[src/sv/tcq_pkg.sv]
// Shared types and codes for the two-class promotion queue.
`default_nettype none

package tcq_pkg;

   localparam int ID_W  = 14;
   localparam int TAG_W = 16;

   typedef enum logic [1:0] {
      FUNC_APPEND = 2'd0,
      FUNC_URGENT = 2'd1,
      FUNC_GRANT  = 2'd2,
      FUNC_DRAIN  = 2'd3
   } func_type;

   typedef enum logic [2:0] {
      KIND_GRANT          = 3'd0,
      KIND_GRANT_EMPTY    = 3'd1,
      KIND_DRAIN          = 3'd2,
      KIND_DRAIN_EMPTY    = 3'd3,
      KIND_URGENT_IGNORED = 3'd4,
      KIND_FULL           = 3'd5
   } kind_type;

   typedef struct packed {
      func_type           func;
      logic [ID_W-1:0]    flight_id;
      logic [TAG_W-1:0]   origin_tag;
   } req_type;

   typedef struct packed {
      kind_type           kind;
      logic [ID_W-1:0]    out_id;
      logic [TAG_W-1:0]   out_origin;
      logic               last;
   } rsp_type;

   typedef struct packed {
      logic [ID_W-1:0]    id;
      logic [TAG_W-1:0]   origin;
   } entry_type;

   // controller -> datapath
   typedef struct packed {
      logic     append;     // write request at tail, grow queue
      logic     load_key;   // latch id searched by urgent op
      logic     idx_clr;
      logic     idx_inc;
      logic     idx_dec;
      logic     rd_en;      // read logical idx (or idx-1 with rd_prev)
      logic     rd_prev;
      logic     hold_load;  // keep the matched entry
      logic     wr_shift;   // write read data at logical idx
      logic     wr_hold;    // write kept entry at urgent boundary, grow section
      logic     pop;        // drop head
      logic     clear;      // empty queue
      logic     emit;
      kind_type emit_kind;
      logic     emit_data;  // take id/origin from read data, else zeros
      logic     emit_last;
   } ctl_cmd_type;

   // datapath -> controller
   typedef struct packed {
      logic empty;
      logic full;
      logic idx_end;      // idx == occupancy
      logic idx_last;     // idx == occupancy - 1
      logic idx_urgent;   // idx inside urgent section
      logic idx_at_ucnt;  // idx on urgent boundary
      logic hit;          // read id matches key
      logic out_free;     // output register can take a transaction
   } ctl_sts_type;

endpackage

`default_nettype wire

[src/sv/tcq_ctrl.sv]
// Sequencer for the promotion queue: decodes ops and steps the datapath.
`default_nettype none

module tcq_ctrl
   import tcq_pkg::*;
(
   input  wire logic        clock,
   input  wire logic        reset,
   input  wire logic        req_valid,
   input  wire func_type    req_func,
   output logic             req_stall,
   input  wire ctl_sts_type sts,
   output ctl_cmd_type      cmd
);

   typedef enum logic [3:0] {
      ST_IDLE,
      ST_SCAN_RD,
      ST_SCAN_CHK,
      ST_SHIFT_RD,
      ST_SHIFT_WR,
      ST_GRANT_RD,
      ST_GRANT_OUT,
      ST_DRAIN_RD,
      ST_DRAIN_OUT,
      ST_EMIT
   } state_type;

   state_type state_ff, state_in;
   kind_type  kind_ff, kind_in;
   logic      accept;

   assign req_stall = (state_ff != ST_IDLE);
   assign accept    = req_valid && !req_stall;

   always_comb begin
      state_in = state_ff;
      kind_in  = kind_ff;
      cmd      = '0;
      case (state_ff)
         ST_IDLE: begin
            if (accept) begin
               case (req_func)
                  FUNC_APPEND: begin
                     if (sts.full) begin
                        kind_in  = KIND_FULL;
                        state_in = ST_EMIT;
                     end else begin
                        cmd.append = 1'b1;
                     end
                  end
                  FUNC_URGENT: begin
                     cmd.load_key = 1'b1;
                     cmd.idx_clr  = 1'b1;
                     state_in     = ST_SCAN_RD;
                  end
                  FUNC_GRANT: begin
                     if (sts.empty) begin
                        kind_in  = KIND_GRANT_EMPTY;
                        state_in = ST_EMIT;
                     end else begin
                        cmd.idx_clr = 1'b1;
                        state_in    = ST_GRANT_RD;
                     end
                  end
                  FUNC_DRAIN: begin
                     if (sts.empty) begin
                        kind_in  = KIND_DRAIN_EMPTY;
                        state_in = ST_EMIT;
                     end else begin
                        cmd.idx_clr = 1'b1;
                        state_in    = ST_DRAIN_RD;
                     end
                  end
                  default: begin
                     state_in = ST_IDLE;
                  end
               endcase
            end
         end
         ST_SCAN_RD: begin
            if (sts.idx_end) begin
               kind_in  = KIND_URGENT_IGNORED;
               state_in = ST_EMIT;
            end else begin
               cmd.rd_en = 1'b1;
               state_in  = ST_SCAN_CHK;
            end
         end
         ST_SCAN_CHK: begin
            if (sts.hit) begin
               if (sts.idx_urgent) begin
                  kind_in  = KIND_URGENT_IGNORED;
                  state_in = ST_EMIT;
               end else begin
                  cmd.hold_load = 1'b1;
                  state_in      = ST_SHIFT_RD;
               end
            end else begin
               cmd.idx_inc = 1'b1;
               state_in    = ST_SCAN_RD;
            end
         end
         ST_SHIFT_RD: begin
            if (sts.idx_at_ucnt) begin
               cmd.wr_hold = 1'b1;
               state_in    = ST_IDLE;
            end else begin
               cmd.rd_en   = 1'b1;
               cmd.rd_prev = 1'b1;
               state_in    = ST_SHIFT_WR;
            end
         end
         ST_SHIFT_WR: begin
            cmd.wr_shift = 1'b1;
            cmd.idx_dec  = 1'b1;
            state_in     = ST_SHIFT_RD;
         end
         ST_GRANT_RD: begin
            cmd.rd_en = 1'b1;
            state_in  = ST_GRANT_OUT;
         end
         ST_GRANT_OUT: begin
            if (sts.out_free) begin
               cmd.emit      = 1'b1;
               cmd.emit_kind = KIND_GRANT;
               cmd.emit_data = 1'b1;
               cmd.emit_last = 1'b1;
               cmd.pop       = 1'b1;
               state_in      = ST_IDLE;
            end
         end
         ST_DRAIN_RD: begin
            cmd.rd_en = 1'b1;
            state_in  = ST_DRAIN_OUT;
         end
         ST_DRAIN_OUT: begin
            if (sts.out_free) begin
               cmd.emit      = 1'b1;
               cmd.emit_kind = KIND_DRAIN;
               cmd.emit_data = 1'b1;
               cmd.emit_last = sts.idx_last;
               if (sts.idx_last) begin
                  cmd.clear = 1'b1;
                  state_in  = ST_IDLE;
               end else begin
                  cmd.idx_inc = 1'b1;
                  state_in    = ST_DRAIN_RD;
               end
            end
         end
         ST_EMIT: begin
            if (sts.out_free) begin
               cmd.emit      = 1'b1;
               cmd.emit_kind = kind_ff;
               cmd.emit_last = 1'b1;
               state_in      = ST_IDLE;
            end
         end
         default: begin
            state_in = ST_IDLE;
         end
      endcase
   end

   always_ff @(posedge clock) begin
      if (reset) begin
         state_ff <= ST_IDLE;
         kind_ff  <= KIND_GRANT;
      end else begin
         state_ff <= state_in;
         kind_ff  <= kind_in;
      end
   end

endmodule

`default_nettype wire

[src/sv/tcq_dpath.sv]
// Queue storage, pointers, search compare and output register.
`default_nettype none

module tcq_dpath
   import tcq_pkg::*;
#(
   parameter int DEPTH = 16
) (
   input  wire logic        clock,
   input  wire logic        reset,
   input  wire req_type     req_data,
   input  wire ctl_cmd_type cmd,
   output ctl_sts_type      sts,
   output logic             rsp_valid,
   input  wire logic        rsp_stall,
   output rsp_type          rsp_data
);

   localparam int AW = $clog2(DEPTH);
   localparam int CW = $clog2(DEPTH + 1);
   localparam logic [AW:0]   DEPTH_A = (AW + 1)'(DEPTH);
   localparam logic [CW-1:0] DEPTH_C = CW'(DEPTH);
   localparam logic [AW-1:0] LAST_A  = AW'(DEPTH - 1);

   // circular buffer, head at logical index 0
   entry_type entry_mem [DEPTH];

   logic [AW-1:0]   head_ff;
   logic [CW-1:0]   occ_ff;
   logic [CW-1:0]   ucnt_ff;
   logic [CW-1:0]   idx_ff;
   logic [ID_W-1:0] key_ff;
   entry_type       hold_ff;
   entry_type       rd_data_ff;
   logic            rsp_valid_ff;
   rsp_type         rsp_data_ff;

   logic [CW-1:0]   rd_lidx;
   logic [AW-1:0]   rd_addr;
   logic            wr_en;
   logic [AW-1:0]   wr_addr;
   entry_type       wr_data;

   function automatic logic [AW-1:0] phys(input logic [AW-1:0] base,
                                          input logic [CW-1:0] lidx);
      logic [AW:0] sum;
      sum = {1'b0, base} + (AW + 1)'(lidx);
      if (sum >= DEPTH_A) begin
         sum = sum - DEPTH_A;
      end
      return sum[AW-1:0];
   endfunction

   assign rd_lidx = cmd.rd_prev ? (idx_ff - CW'(1)) : idx_ff;
   assign rd_addr = phys(head_ff, rd_lidx);

   always_comb begin
      wr_en   = 1'b0;
      wr_addr = phys(head_ff, occ_ff);
      wr_data = '{id: req_data.flight_id, origin: req_data.origin_tag};
      if (cmd.append) begin
         wr_en = 1'b1;
      end else if (cmd.wr_shift) begin
         wr_en   = 1'b1;
         wr_addr = phys(head_ff, idx_ff);
         wr_data = rd_data_ff;
      end else if (cmd.wr_hold) begin
         wr_en   = 1'b1;
         wr_addr = phys(head_ff, ucnt_ff);
         wr_data = hold_ff;
      end
   end

   always_ff @(posedge clock) begin
      if (wr_en) begin
         entry_mem[wr_addr] <= wr_data;
      end
      if (cmd.rd_en) begin
         rd_data_ff <= entry_mem[rd_addr];
      end
   end

   always_ff @(posedge clock) begin
      if (cmd.load_key) begin
         key_ff <= req_data.flight_id;
      end
      if (cmd.hold_load) begin
         hold_ff <= rd_data_ff;
      end
      if (cmd.idx_clr) begin
         idx_ff <= '0;
      end else if (cmd.idx_inc) begin
         idx_ff <= idx_ff + CW'(1);
      end else if (cmd.idx_dec) begin
         idx_ff <= idx_ff - CW'(1);
      end
   end

   always_ff @(posedge clock) begin
      if (reset) begin
         head_ff <= '0;
         occ_ff  <= '0;
         ucnt_ff <= '0;
      end else if (cmd.clear) begin
         head_ff <= '0;
         occ_ff  <= '0;
         ucnt_ff <= '0;
      end else if (cmd.pop) begin
         head_ff <= (head_ff == LAST_A) ? '0 : head_ff + AW'(1);
         occ_ff  <= occ_ff - CW'(1);
         if (ucnt_ff != '0) begin
            ucnt_ff <= ucnt_ff - CW'(1);
         end
      end else if (cmd.append) begin
         occ_ff <= occ_ff + CW'(1);
      end else if (cmd.wr_hold) begin
         ucnt_ff <= ucnt_ff + CW'(1);
      end
   end

   // output register: a finished transaction waits here
   always_ff @(posedge clock) begin
      if (reset) begin
         rsp_valid_ff <= 1'b0;
      end else if (cmd.emit) begin
         rsp_valid_ff <= 1'b1;
      end else if (!rsp_stall) begin
         rsp_valid_ff <= 1'b0;
      end
   end

   always_ff @(posedge clock) begin
      if (cmd.emit) begin
         rsp_data_ff.kind       <= cmd.emit_kind;
         rsp_data_ff.out_id     <= cmd.emit_data ? rd_data_ff.id : '0;
         rsp_data_ff.out_origin <= cmd.emit_data ? rd_data_ff.origin : '0;
         rsp_data_ff.last       <= cmd.emit_last;
      end
   end

   assign rsp_valid = rsp_valid_ff;
   assign rsp_data  = rsp_data_ff;

   assign sts.empty       = (occ_ff == '0);
   assign sts.full        = (occ_ff == DEPTH_C);
   assign sts.idx_end     = (idx_ff == occ_ff);
   assign sts.idx_last    = ((idx_ff + CW'(1)) == occ_ff);
   assign sts.idx_urgent  = (idx_ff < ucnt_ff);
   assign sts.idx_at_ucnt = (idx_ff == ucnt_ff);
   assign sts.hit         = (rd_data_ff.id == key_ff);
   assign sts.out_free    = !rsp_valid_ff || !rsp_stall;

   a_occ_bound: assert property (@(posedge clock) disable iff (reset)
      occ_ff <= DEPTH_C)
      else $error("occupancy above depth");

   a_ucnt_bound: assert property (@(posedge clock) disable iff (reset)
      ucnt_ff <= occ_ff)
      else $error("urgent section larger than queue");

   a_emit_room: assert property (@(posedge clock) disable iff (reset)
      cmd.emit |-> (!rsp_valid_ff || !rsp_stall))
      else $error("result overwrites a waiting transaction");

   a_append_room: assert property (@(posedge clock) disable iff (reset)
      cmd.append |=> (occ_ff == $past(occ_ff) + CW'(1)) && (occ_ff != '0))
      else $error("append lost or wrapped occupancy");

endmodule

`default_nettype wire

[src/sv/two_class_queue_with_promotion.sv]
// Top level of the two-class request queue with urgent promotion.
//
//  channel | direction | handshake              | payload
//  --------+-----------+------------------------+-----------------------------
//  req     | in        | req_valid / req_stall  | req_data  (func, id, origin)
//  rsp     | out       | rsp_valid / rsp_stall  | rsp_data  (kind, id, origin, last)
//
// Transactions are stepped through the single-port entry memory and its
// registered read, one step per read or write: append writes the tail; grant
// reads and pops the head; drain reads each entry in turn; urgent scans for the
// id, shifts the normal entries ahead of it back and puts it at the urgent boundary.
// Reset (synchronous, active high) empties the queue and the output register.
// A result waits in the output register while rsp_stall is high; the next
// request is still taken, and the sequencer only waits when it must emit.
`default_nettype none

module two_class_queue_with_promotion
   import tcq_pkg::*;
#(
   parameter int DEPTH = 16
) (
   input  wire logic    clock,
   input  wire logic    reset,
   input  wire logic    req_valid,
   output logic         req_stall,
   input  wire req_type req_data,
   output logic         rsp_valid,
   input  wire logic    rsp_stall,
   output rsp_type      rsp_data
);

   ctl_cmd_type cmd;
   ctl_sts_type sts;

   // sequencer: one op at a time, steps through search, shift and drain
   tcq_ctrl u_ctrl (
      .clock     (clock),
      .reset     (reset),
      .req_valid (req_valid),
      .req_func  (req_data.func),
      .req_stall (req_stall),
      .sts       (sts),
      .cmd       (cmd)
   );

   // storage, pointers and the result register
   tcq_dpath #(
      .DEPTH (DEPTH)
   ) u_dpath (
      .clock     (clock),
      .reset     (reset),
      .req_data  (req_data),
      .cmd       (cmd),
      .sts       (sts),
      .rsp_valid (rsp_valid),
      .rsp_stall (rsp_stall),
      .rsp_data  (rsp_data)
   );

endmodule

`default_nettype wire
[config.mk]
export PLATFORM = sky130hd
export DESIGN_NAME = two_class_queue_with_promotion
export DESIGN_NICKNAME = d
export VERILOG_FILES = /design/src/sv/tcq_pkg.sv /design/src/sv/tcq_ctrl.sv /design/src/sv/tcq_dpath.sv /design/src/sv/two_class_queue_with_promotion.sv
export SDC_FILE = /design/constraint.sdc
export NUM_CORES = 1
export LEC_CHECK = 0
export ABC_AREA = 1
export BUFFER_PORTS_ARGS = -buffer_cell sky130_fd_sc_hd__buf_2
export CORE_MARGIN = 2
export CORE_UTILIZATION = 29
export DETAILED_ROUTE_END_ITERATION = 16
export SYNTH_ARGS = -nofsm -noshare
export SYNTH_HDL_FRONTEND = slang
export SYNTH_SLANG_ARGS = --single-unit
[constraint.sdc]
create_clock -name clock -period 3.75 [get_ports clock]
set_clock_uncertainty 0.2 [all_clocks]
set_input_delay 0.75 -clock clock [delete_from_list [all_inputs] [get_ports clock]]
set_output_delay 0.75 -clock clock [all_outputs]
set_load 0.05 [all_outputs]
; ---- Word level (Yosys, flattened, before mapping)
; Memory sizes are Yosys's and may differ from the RTL's. A register that Yosys moved wholly into a read port is not among the register bits.
; Index checks and enable logic that the tools add are counted.
[totals]
ff_bits = 105
ramBits = 480
input_bits = 36
output_inout_bits = 36
word_cells = 167
mem_count = 1
[memory_table]
columns = memory, depth, word_bits, read_ports, rd_clocked_by_memory_dff, write_ports, line_no
row1 = u_dpath.entry_mem, 16, 30, 1, 1, 1, tcq_dpath.sv:26  ; entry_type entry_mem [DEPTH];
[classes]
n_addsub = 15
n_lt_le_gt_ge = 5
n_eq_ne = 31
mux = 80
n_reduce_logical = 21
[ops]
columns = operator, n
row1 = 2-to-1 mux 30 bit, 3
row2 = 2-to-1 mux 4 bit, 18
row3 = 2-to-1 mux 5 bit, 9
row4 = case mux 4 bit (9 select lines), 1
row5 = 2-to-1 mux 3 bit, 11
row6 = 2-to-1 mux 1 bit, 26
row7 = adder 4 x 5 -> 5 bit, 4
row8 = greater-or-equal comparator 5 bit (second input constant), 4
row9 = case mux 3 bit (3 select lines), 2
row10 = equality test 4 x 3 -> 1 bit (second input constant), 4
row11 = case mux 4 bit (4 select lines), 1
row12 = subtractor 4 x 1 -> 4 bit (second input constant), 4
row13 = adder 5 x 1 -> 5 bit (second input constant), 3
row14 = equality test 5 bit, 3
row15 = subtractor 5 x 1 -> 5 bit (second input constant), 3
row16 = equality test 14 bit, 1
row17 = equality test 4 bit (second input constant), 3
row18 = case mux 4 bit (3 select lines), 1
row19 = != test 2 bit (second input constant), 5
row20 = != test 3 bit (second input constant), 3
row21 = AND reduction 9 bit, 1
row22 = equality test 4 x 2 -> 1 bit (second input constant), 2
row23 = != test 2 x 1 -> 1 bit (second input constant), 4
row24 = OR reduction 2 bit, 4
row25 = 24 further kinds, 32

; ---- Depth between registers and ports, before layout
; Gate-level depths: netlist of run 1.
[depth]
word_depth = 8
depth_mapped = 17
depth_no_buf = 15

; ---- By module
; From an unflattened synthesis of run 1, not the netlist that was laid out.
[hier_totals]
cells_unflattened = 2164
area_unflattened_um2 = 25794.7
[by_module_without_submodules]
columns = module, n_inst, cells_each, area_each_um2, seq_area_each_um2
row1 = tcq_dpath, 1, 2037, 25089.1, 18057.3
row2 = tcq_ctrl, 1, 127, 705.7, 140.1

; ---- Least setup slack after synthesis of run 1
; OpenSTA, ideal clock, no wires.
[synth_path]
path_type = reg-to-reg
start = register u_dpath.ucnt_ff[1]
end = register u_dpath.hold_ff[0] (netlist bit) (enable)
setup_ps = 461
arrival_time_ps = 3373
required_ps = 3089
setup_slack_ps = -284
path_stages_with_launch = 8
path_buffers = 0
period_less_slack_ps = 4034
path_cell_list = dfxtp_1 -> inv_1 -> ha_1 -> nand2_1 -> nor2_4 -> nand2_1 -> nand3_1 -> nor3b_1
[synth_rtl]
columns = item, line_no
row1 = "start, declared", tcq_dpath.sv:30  ; logic [CW-1:0] ucnt_ff;
row2 = "start signal, assigned", tcq_dpath.sv:112  ; ucnt_ff <= ucnt_ff - CW'(1);
row3 = "start signal, assigned", tcq_dpath.sv:117  ; ucnt_ff <= ucnt_ff + CW'(1);
row4 = "end signal, assigned", tcq_dpath.sv:88  ; hold_ff <= rd_data_ff;
row5 = "end, declared", tcq_dpath.sv:33  ; entry_type hold_ff;

; ---- Worst setup path after layout of run 1
[layout_path]
start = register u_dpath.ucnt_ff[1]
end = register, netlist name u_dpath.rd_data_ff[19]
[layout_between]
elab_chain_len = 7
elab_cells_between_ends = 9
cone_classes = 2 x add/sub / 1 x order compare / 1 x eq/ne / 5 x mux
[layout_rtl]
columns = item, line_no
row1 = equality test 5 bit (*), tcq_dpath.sv:149  ; assign sts.idx_at_ucnt = (idx_ff == ucnt_ff);
row2 = 2-to-1 mux 2 bit (*), tcq_ctrl.sv:105  ; if (sts.idx_at_ucnt) begin
row3 = 2-to-1 mux 1 bit, tcq_ctrl.sv:40  ; case (state_ff)
row4 = 2-to-1 mux 5 bit, tcq_dpath.sv:54  ; assign rd_lidx = cmd.rd_prev ? (idx_ff - CW'(1)) : idx_ff;
row5 = adder 4 x 5 -> 5 bit, tcq_dpath.sv:47  ; sum = {1'b0, base} + (AW + 1)'(lidx);
row6 = subtractor 4 x 1 -> 4 bit or greater-or-equal comparator 5 bit (tied branches), "tcq_dpath.sv:49, tcq_dpath.sv:48"
row7 = 2-to-1 mux 4 bit, tcq_dpath.sv:48  ; if (sum >= DEPTH_A) begin
; Mark *: on every way between the ends. The rest lies on a longest branch, timed or not.
; A chain may end at the register's enable or synchronous reset.

==> impl_metrics.json, run 1 <==
{
  "fmax_ghz": 0.277,
  "vias": 16600,
  "maxSlewViolCount": 0,
  "grt_pass1_vias": 16100,
  "cap_violations": 0,
  "ios": 72,
  "htree_levels": 2,
  "die_height_um": 305,
  "rows": 110,
  "drive_gt1_frac": 0.171,
  "die_x_um": 305,
  "clkTransAtPathRegs_ps": 60,
  "synth_seq_cells": 615,
  "fin_util": 0.348,
  "clkSinkCount": 615,
  "synthMuxAreaShare": 0.0457,
  "via_per_inst": 4.83,
  "firstDrtPassIters": 5,
  "max-slew-margin-rel": 0.317,
  "dp_slack_ps": -22.9,
  "startpoint_type": "flip-flop",
  "synth_top_family_by_area": "compound AO/OA/AOI/OAI gates",
  "root_buffer": "clkbuf_16",
  "antenna_left": 0,
  "worstSkewPairLatency_ps": 630,
  "wire_per_inst_um": 19.2,
  "portBuffers": 71,
  "worst_pin_slew_ps": 1020,
  "ys_types": 46,
  "grt_max_degree": 84,
  "ys_async_sr_fraction": 0,
  "ys_seq_area_frac": 0.693,
  "ir_worst_vdd_mv": 0.485,
  "setup.worst_path.class": "flip-flop to flip-flop",
  "syn_nets": 2127,
  "hpwl_mm": 40.6,
  "start_util": 0.292,
  "syn-instance-count": 2059,
  "track_usage": 0.138,
  "clockBufferDepth": 3,
  "drt_wl_total_mm": 66.2,
  "place.gp.congestion": 0.815,
  "synth_compound_area_frac": 0.114,
  "hold_viol": 0,
  "powerDensity_mw_per_mm2": 761,
  "ys_warn_count": 0,
  "die_area_sq_mm": 0.0930,
  "fin_ws_ps": 144,
  "p_leak_nw": 11.1,
  "grt_first_pass_wirelength_mm": 99.1,
  "period_share": 0.962,
  "finalSetupViolations": 0,
  "area_growth_pct": 19.1,
  "nets": 2287,
  "hold_slack_ps": 112,
  "syn-mean-instance-area_sq_um": 12.8,
  "hold_class": "primary input to flip-flop",
  "synth-simple-area-share": 0.0687,
  "endpoint_kind": "flip-flop",
  "synthAdderAreaFrac": 0.0170,
  "synth_xor_area_frac": 0.00929,
  "numCtsBuffers": 61,
  "diodes": 0,
  "drtIter0Drc": 1546,
  "core_sq_mm": 0.0899,
  "fillCellCount": 8638,
  "antenna_found_initial": 6,
  "layout_min_cycle_time_ps": 3610,
  "cp.required_ps": 3920,
  "synth-edff-count": 588,
  "critical_path_peak_fanout": 5,
  "fin_tns_setup_ps": 0,
  "syn_area_sq_mm": 0.0263,
  "overflow": 0,
  "synth_top_flop_cell": "edfxtp_1",
  "cts_tree": "done",
  "status": "completed",
  "cp.arrival_ps": 3770,
  "drt_drc_violations_left": 0
}
cell usage after synthesis (2+ instances only):
cell        n  area [sq um]
a21oi_2    32           280
nand2_4     2          22.5
nor2_4      3          33.8
nor2_2      6          37.5
nand2_2     3          18.8
dfxtp_1    27           541
buf_6       7          78.8
inv_2      11          41.3
buf_1       8          30.0
o21ai_1     3          15.0
a211oi_1   35           263
a31oi_1    30           188
edfxtp_1  588         17700
clkbuf_1   52           195
xnor2_1    12           105
buf_2      25           125
nand4_1     4          25.0
o22ai_1     2          12.5
nand2_1   203           762
inv_1     215           807
nand3_2     4          40.0
nor3b_1     2          15.0
a21oi_1   151           756
nand3_1    30           150
mux2i_1   120          1200
nor3_1     34           170
buf_4      14           105
fa_1        6           120
xor2_1      9          78.8
o21ai_0   196           981
ha_1       26           325
nor2_1    125           469
o211ai_1   61           458
what timing repair did:
action                     4_1_cts  5_1_grt
setup endpoints to repair        1       30
hold buffers                     0        0
hold endpoints to repair         0        0
cloned                           0        3
resized for setup                2       10
pin swaps                        0        5
setup buffers                    0        5
worst paths after layout:
kind / startpoint / to / slack, ps / cells after the start
min reg2reg: u_dpath.rd_data_ff[7]$_DFFE_PP_ / u_dpath.hold_ff[7]$_DFFE_PP_ / 260 / 0
max: u_dpath.ucnt_ff[1]$_SDFFE_PP0P_ / u_dpath.rd_data_ff[19]$_DFFE_PP_ / 140 / 18
max reg2reg: u_dpath.ucnt_ff[1]$_SDFFE_PP0P_ / u_dpath.rd_data_ff[19]$_DFFE_PP_ / 140 / 18
min: req_data[22] / u_dpath.key_ff[6]$_DFFE_PP_ / 110 / 1
report_power, final:
part / internal, W / switching (W) / total, W
Clock: 0.00334 / 0.00257 / 0.00590
Combinational: 0.00305 / 0.00576 / 0.00881
Sequential: 0.00874 / 0.000349 / 0.00909
Total: 0.0151 / 0.00868 / 0.0238
cell families (layout without fill, tap and decap cells):
logic type,count (synthesis),after routing
flip-flops,615,615
AO/OA/AOI/OAI,515,515
AND/OR/NAND/NOR,421,421
buffers and inverters,332,540
multiplexers,120,120
adder cells (fa/ha/maj),32,32
XOR/XNOR,24,24
registers in the layout, indices dropped and copies added (netlist names):
name and count:
u_dpath.entry_mem 480, u_dpath.rsp_data 34, u_dpath.hold_ff 30, u_dpath.rd_data_ff 30
u_dpath.key_ff 14, u_dpath.idx_ff 5, u_dpath.occ_ff 5, u_dpath.ucnt_ff 5
u_ctrl.state_ff 4, u_dpath.head_ff 4, u_ctrl.kind_ff 3, u_dpath.rsp_valid 1
final cells by class:
cell class	instances	area (sq um)	area share
flip-flops and latches	615	18200	0.582
inverters	226	851	0.0272
repair buffers	203	1910	0.0609
well taps	1176	1470	0.0470
clock inverters	36	350	0.0112
multi-input cells	1112	6930	0.222
clock buffers	75	1580	0.0505
critical path, stage by stage (launching register included):
cell	delay, ps
dfxtp_1	330
inv_1	80
ha_1	280
nand2_1	110
nor2_4	40
nand2_1	90
nand2_4	70
buf_4	140
o21ai_2	190
inv_2	60
fa_4	880
buf_4	150
clkbuf_16	150
buf_4	130
a21oi_1	40
o21ai_0	70
o211ai_1	120
a21oi_2	150
a31oi_1	50
stage by stage:
stage	power, W	instances	instance area [sq um]
after floorplan	0.0148	2059	26300
after global placement	0.0175	3324	29200
after detailed placement	0.0177	3324	29200
after CTS	0.0236	3435	31100
after global routing	0.0250	3443	31300
final	0.0238	3443	31300
cells in the final DEF (no fill, tap or decap), types with 7 or more instances in the layout:
| cell type | n |
|---|---|
| clkbuf_16 | 64 |
| clkinvlp_4 | 7 |
| o21ai_0 | 193 |
| buf_12 | 39 |
| nand2_1 | 202 |
| xor2_1 | 7 |
| ha_1 | 24 |
| dfxtp_1 | 27 |
| a21oi_2 | 32 |
| nor3_1 | 33 |
| a31oi_1 | 29 |
| nand3_1 | 30 |
| xnor2_1 | 12 |
| nor2_4 | 20 |
| nor2_1 | 109 |
| clkbuf_1 | 14 |
| inv_1 | 213 |
| inv_2 | 12 |
| a211oi_1 | 35 |
| o211ai_1 | 61 |
| mux2i_1 | 120 |
| edfxtp_1 | 588 |
| buf_2 | 71 |
| clkinv_1 | 10 |
| buf_4 | 89 |
| clkinv_2 | 11 |
| a21oi_1 | 151 |
layer usage:
metal | up-vias | routed length (um) | GRT usage
met5 | - | 72 | 0
met4 | 12 | 1350 | 0.0358
met3 | 110 | 4630 | 0.0246
met2 | 558 | 30100 | 0.217
met1 | 8207 | 30100 | 0.196
li1 | 7728 | - | -
Power figures use the tool's default switching activity.
==> run 2: changes to the inputs <==
--- a/config.mk
+++ b/config.mk
@@ -7,8 +7,9 @@
 export LEC_CHECK = 0
 export ABC_AREA = 1
 export BUFFER_PORTS_ARGS = -buffer_cell sky130_fd_sc_hd__buf_2
+export CAP_MARGIN = 20
 export CORE_MARGIN = 2
-export CORE_UTILIZATION = 29
+export CORE_UTILIZATION = 27
 export DETAILED_ROUTE_END_ITERATION = 16
 export SYNTH_ARGS = -nofsm -noshare
 export SYNTH_HDL_FRONTEND = slang
==> impl_metrics.json, run 2 (same netlist as run 1, synthesis figures left out) <==
{
  "grt_max_degree": 72,
  "hpwl_mm": 39.9,
  "vias": 16400,
  "powerDensity_mw_per_mm2": 766,
  "hold_class": "primary input to flip-flop",
  "rsz0062_at_grt": "yes",
  "drive_gt1_frac": 0.178,
  "finalSetupViolations": 0,
  "largest_reg_flops": 480,
  "htree_levels": 2,
  "nets": 2304,
  "firstDrtPassIters": 7,
  "fin_tns_setup_ps": 0,
  "grt_first_pass_wirelength_mm": 97.3,
  "drt_drc_violations_left": 0,
  "clkSinkCount": 615,
  "diodes": 0,
  "holdPathEnd": "u_dpath.key_ff[5]$_DFFE_PP_",
  "wire_per_inst_um": 18.4,
  "endpoint_kind": "flip-flop",
  "period_share": 0.961,
  "rr_startpoint": "u_dpath.ucnt_ff[2]$_SDFFE_PP0P_",
  "final_common_cell": "edfxtp_1",
  "start_util": 0.272,
  "die_area_sq_mm": 0.0998,
  "place.gp.congestion": 0.826,
  "fillCellCount": 9445,
  "drtIter0Drc": 1420,
  "cp_cell_sequence": "inv_1 > ha_1 > nand2_1 > nor2_4 > nand2_2 > nand2_4 > buf_8 > nand2_1 > o21ai_2 > inv_1 > fa_4 > inv_4 > buf_12 > buf_12 > o211ai_1 > a21oi_2 > a31oi_1",
  "hold_path_depth": 1,
  "antenna_found_initial": 4,
  "min_from": "req_data[21]",
  "clockBufferDepth": 3,
  "worstSkewPairLatency_ps": 630,
  "max-slew-margin-rel": 0.256,
  "place_area_sq_mm": 0.0294,
  "layout_min_cycle_time_ps": 3600,
  "slowest_stage": "fa_4",
  "worst_pin_slew_ps": 1110,
  "status": "completed",
  "layout_common_cells": "588 x edfxtp_1, 214 x inv_1, 201 x nand2_1",
  "area_growth_pct": 20.6,
  "hold_viol": 0,
  "core_sq_mm": 0.0966,
  "slowest_delay_ps": 960,
  "startpoint_type": "flip-flop",
  "worstReg2RegEnd": "u_dpath.rd_data_ff[22]$_DFFE_PP_",
  "top_register": "u_dpath.entry_mem",
  "clkTransAtPathRegs_ps": 60,
  "cts_tree": "done",
  "maxSlewViolCount": 0,
  "setup.worst_path.class": "flip-flop to flip-flop",
  "design_area_sq_mm": 0.0317,
  "die_x_um": 316,
  "cp.arrival_ps": 3860,
  "cp.required_ps": 4000,
  "critical_path_peak_fanout": 30,
  "grt_pass1_vias": 15600,
  "drt_wl_total_mm": 65.6,
  "die_height_um": 316,
  "regToRegSetupSlack_ps": 150,
  "overflow": 0,
  "antenna_left": 0,
  "hold_slack_ps": 112,
  "ir_worst_vdd_mv": 0.462,
  "root_buffer": "clkbuf_16",
  "via_per_inst": 4.61,
  "r2r_cells": 17,
  "p_leak_nw": 11.3,
  "ios": 72,
  "rows": 114,
  "fmax_ghz": 0.277,
  "numCtsBuffers": 59,
  "portBuffers": 71,
  "track_usage": 0.128,
  "cap_violations": 0
}
run 2: cell count changes in the layout (fill, tap and decap cells not counted), moves of 5 or more:
cell and change:
o21ai_1 +5, bufinv_16 +8, o21ai_0 -6, clkinvlp_4 -5, clkinv_2 -5, buf_4 +18
run 2: final cells by class:
| type | instances | area [sq um] | share of cell area |
|---|---|---|---|
| clock buffers | 70 | 1520 | 0.0479 |
| clock inverters | 39 | 557 | 0.0176 |
| inverters | 226 | 851 | 0.0269 |
| multi-input cells | 1112 | 6920 | 0.219 |
| flip-flops and latches | 615 | 18200 | 0.575 |
| well taps | 1276 | 1600 | 0.0504 |
| repair buffers | 222 | 2030 | 0.0641 |
run 2: metrics by stage:
step | util | total power, W | cells | setup slack (ps)
after detailed placement | 0.305 | 0.0177 | 3444 | 66.5
after floorplan | - | 0.0148 | 2059 | 224
after global routing | 0.328 | 0.0255 | 3560 | -24.8
after CTS | 0.326 | 0.0241 | 3553 | 5.28
final | 0.328 | 0.0243 | 3560 | 146
after global placement | 0.305 | 0.0177 | 3444 | 48.5
run 2: where the power goes:
group,switching [W],internal (W)
Combinational,0.00577,0.00310
Clock,0.00259,0.00379
Sequential,0.000285,0.00873
Total,0.00864,0.0156
run 2: worst max-delay path: cells and delay by family (launching register included):
family	cells	cell delay [ps]
AOI/OAI and AO/OA	4	530
adders and majority gates	2	1250
buffers and inverters	6	710
DFF	1	330
and+or+nand+nor	5	390
run 2: repair_timing:
action	4_1_cts	5_1_grt
setup buffers	0	3
hold buffers	0	0
gates resized for setup	0	22
setup endpoints to repair	0	29
run 2: layer usage:
layer,GRT usage,part of all wire,vias to the layer above
li1,-,-,7762
met1,0.166,0.43,8072
met2,0.220,0.48,471
met3,0.0187,0.059,111
met4,0.0416,0.031,6
met5,0,0.00052,-
run 2: how the worst max path moves through the flow:
| stage | from | endpoint | slack [ps] | cells after the start |
|---|---|---|---|---|
| 3_3_place_gp | u_dpath.ucnt_ff[4]$_SDFFE_PP0P_ | u_dpath.rd_data_ff[22]$_DFFE_PP_ | 50 | 16 |
| 2_1_floorplan | u_dpath.ucnt_ff[1]$_SDFFE_PP0P_ | u_dpath.rd_data_ff[19]$_DFFE_PP_ | 220 | 17 |
| 5_1_grt | u_dpath.ucnt_ff[2]$_SDFFE_PP0P_ | u_dpath.rd_data_ff[26]$_DFFE_PP_ | -20 | 17 |
| 3_5_place_dp | u_dpath.ucnt_ff[4]$_SDFFE_PP0P_ | u_dpath.rd_data_ff[22]$_DFFE_PP_ | 70 | 16 |
| 6_report | u_dpath.ucnt_ff[2]$_SDFFE_PP0P_ | u_dpath.rd_data_ff[22]$_DFFE_PP_ | 150 | 17 |
| 4_1_cts | u_dpath.ucnt_ff[4]$_SDFFE_PP0P_ | u_dpath.rd_data_ff[22]$_DFFE_PP_ | 5 | 16 |
==> run 3: changes to the inputs <==
--- a/config.mk
+++ b/config.mk
@@ -8,9 +8,9 @@
 export ABC_AREA = 1
 export BUFFER_PORTS_ARGS = -buffer_cell sky130_fd_sc_hd__buf_2
 export CAP_MARGIN = 20
-export CORE_MARGIN = 2
 export CORE_UTILIZATION = 27
 export DETAILED_ROUTE_END_ITERATION = 16
+export HOLD_SLACK_MARGIN = 0.15
 export SYNTH_ARGS = -nofsm -noshare
 export SYNTH_HDL_FRONTEND = slang
 export SYNTH_SLANG_ARGS = --single-unit
==> impl_metrics.json, run 3 (same netlist as run 1, synthesis figures left out) <==
{
  "status": "completed",
  "grt_max_degree": 74,
  "critical_path_peak_fanout": 8,
  "place_area_sq_mm": 0.0290,
  "grt_first_pass_wirelength_mm": 97.1,
  "area_growth_pct": 19.4,
  "max-slew-margin-rel": 0.408,
  "top_register": "u_dpath.entry_mem",
  "path_delay_family": "adder cells",
  "portBuffers": 71,
  "hold_viol": 0,
  "die_x_um": 314,
  "period_share": 0.968,
  "drt_drc_violations_left": 0,
  "drive_gt1_frac": 0.170,
  "largest_reg_flops": 480,
  "setup.worst_path.class": "flip-flop to flip-flop",
  "seq_area_sq_mm": 0.0182,
  "regToRegSetupSlack_ps": 120,
  "antenna_left": 0,
  "place.gp.congestion": 0.814,
  "drt_wl_total_mm": 65.3,
  "start_util": 0.272,
  "p_leak_nw": 11.1,
  "firstDrtPassIters": 6,
  "hold_class": "primary input to flip-flop",
  "grt_pass1_vias": 15700,
  "diodes": 0,
  "layout_min_cycle_time_ps": 3630,
  "dp_slack_ps": 14.9,
  "rows": 114,
  "overflow": 0,
  "fillCellCount": 9431,
  "crit_buf_inv": 4,
  "drtIter0Drc": 1287,
  "root_buffer": "clkbuf_16",
  "die_height_um": 314,
  "ios": 72,
  "finalPower_w": 0.0238,
  "track_usage": 0.130,
  "endpoint_kind": "flip-flop",
  "design_area_sq_mm": 0.0314,
  "vias": 16200,
  "fin_ws_ps": 119,
  "clkSinkCount": 615,
  "cts_tree": "done",
  "startpoint_type": "flip-flop",
  "antenna_found_initial": 5,
  "powerDensity_mw_per_mm2": 758,
  "worstSkewPairLatency_ps": 630,
  "worst_pin_slew_ps": 887,
  "layout_common_cells": "588 x edfxtp_1, 212 x inv_1, 200 x nand2_1",
  "multi_input_area_sq_mm": 0.00695,
  "ir_worst_vdd_mv": 0.502,
  "fmax_ghz": 0.275,
  "cp.arrival_ps": 3790,
  "wire_per_inst_um": 18.4,
  "numCtsBuffers": 59,
  "htree_levels": 2,
  "nets": 2294,
  "via_per_inst": 4.57,
  "fin_util": 0.325,
  "hpwl_mm": 38.7,
  "slowest_delay_ps": 940,
  "die_area_sq_mm": 0.0986,
  "clkTransAtPathRegs_ps": 60,
  "slowest_stage": "fa_4",
  "cap_violations": 0,
  "finalSetupViolations": 0,
  "cp_cell_sequence": "inv_1 > ha_4 > nand2_2 > nor2_4 > nand2_2 > nand2_4 > xor2_4 > ha_4 > inv_1 > fa_4 > buf_12 > buf_12 > a21oi_1 > o21ai_0 > o211ai_1 > a21oi_2 > a31oi_1",
  "core_sq_mm": 0.0966,
  "maxSlewViolCount": 0,
  "cp.required_ps": 3910,
  "final_common_cell": "edfxtp_1",
  "clockBufferDepth": 3
}
run 3: worst reg2reg max path: cells and delay by family, from the launching register on:
kind	cells	cell delay, ps
adder cells (fa/ha/maj)	3	1370
AO/OA/AOI/OAI	5	520
flip-flops	1	330
AND/OR/NAND/NOR	4	340
XOR/XNOR	1	160
buffers and inverters	4	450
run 3: stage by stage:
stage / std cells / hold slack [ps] / setup TNS (ps)
final: 3548 / 232 / 0
after global placement: 3419 / 233 / 0
after CTS: 3542 / 191 / 0
after global routing: 3548 / 236 / -70.7
after detailed placement: 3419 / 232 / 0
after floorplan: 2059 / 226 / 0
run 3: layer usage:
metal | up-vias | part of all wire | wire length, um | GRT usage
met3 | 110 | 0.062 | 4070 | 0.0217
met5 | - | 0.00060 | 39 | 0
li1 | 7754 | - | - | -
met2 | 447 | 0.48 | 31200 | 0.217
met4 | 8 | 0.027 | 1750 | 0.0414
met1 | 7899 | 0.43 | 28200 | 0.170
run 3: report_power, final:
part / internal (W) / switching, W / total, W
combinational: 0.00298 / 0.00573 / 0.00871
sequential: 0.00873 / 0.000275 / 0.00901
clock: 0.00350 / 0.00257 / 0.00607
run 3: final timing paths:
kind / start / end / depth (start not counted)
max: u_dpath.ucnt_ff[4]$_SDFFE_PP0P_ / u_dpath.rd_data_ff[18]$_DFFE_PP_ / 17
min: req_data[30] / u_ctrl.kind_ff[1]$_SDFFE_PP0P_ / 3
max reg2reg: u_dpath.ucnt_ff[4]$_SDFFE_PP0P_ / u_dpath.rd_data_ff[18]$_DFFE_PP_ / 17
min reg2reg: u_dpath.rd_data_ff[6]$_DFFE_PP_ / u_dpath.hold_ff[6]$_DFFE_PP_ / 0
run 3: repair_timing:
item,4_1_cts,5_1_grt
endpoints found under the hold margin,20,0
buffers inserted,0,3
pin swaps,1,10
cloned,1,3
endpoints found under the setup margin,4,30
resized for setup,0,22
hold buffers,15,0
run 3: cell type report:
class | instances | share of cell area
timing repair buffer | 212 | 0.0572
inverter | 226 | 0.0271
tap | 1276 | 0.0509
clock inverter | 36 | 0.0134
clock buffer | 71 | 0.0495
multi-input combinational | 1112 | 0.222
sequential | 615 | 0.580
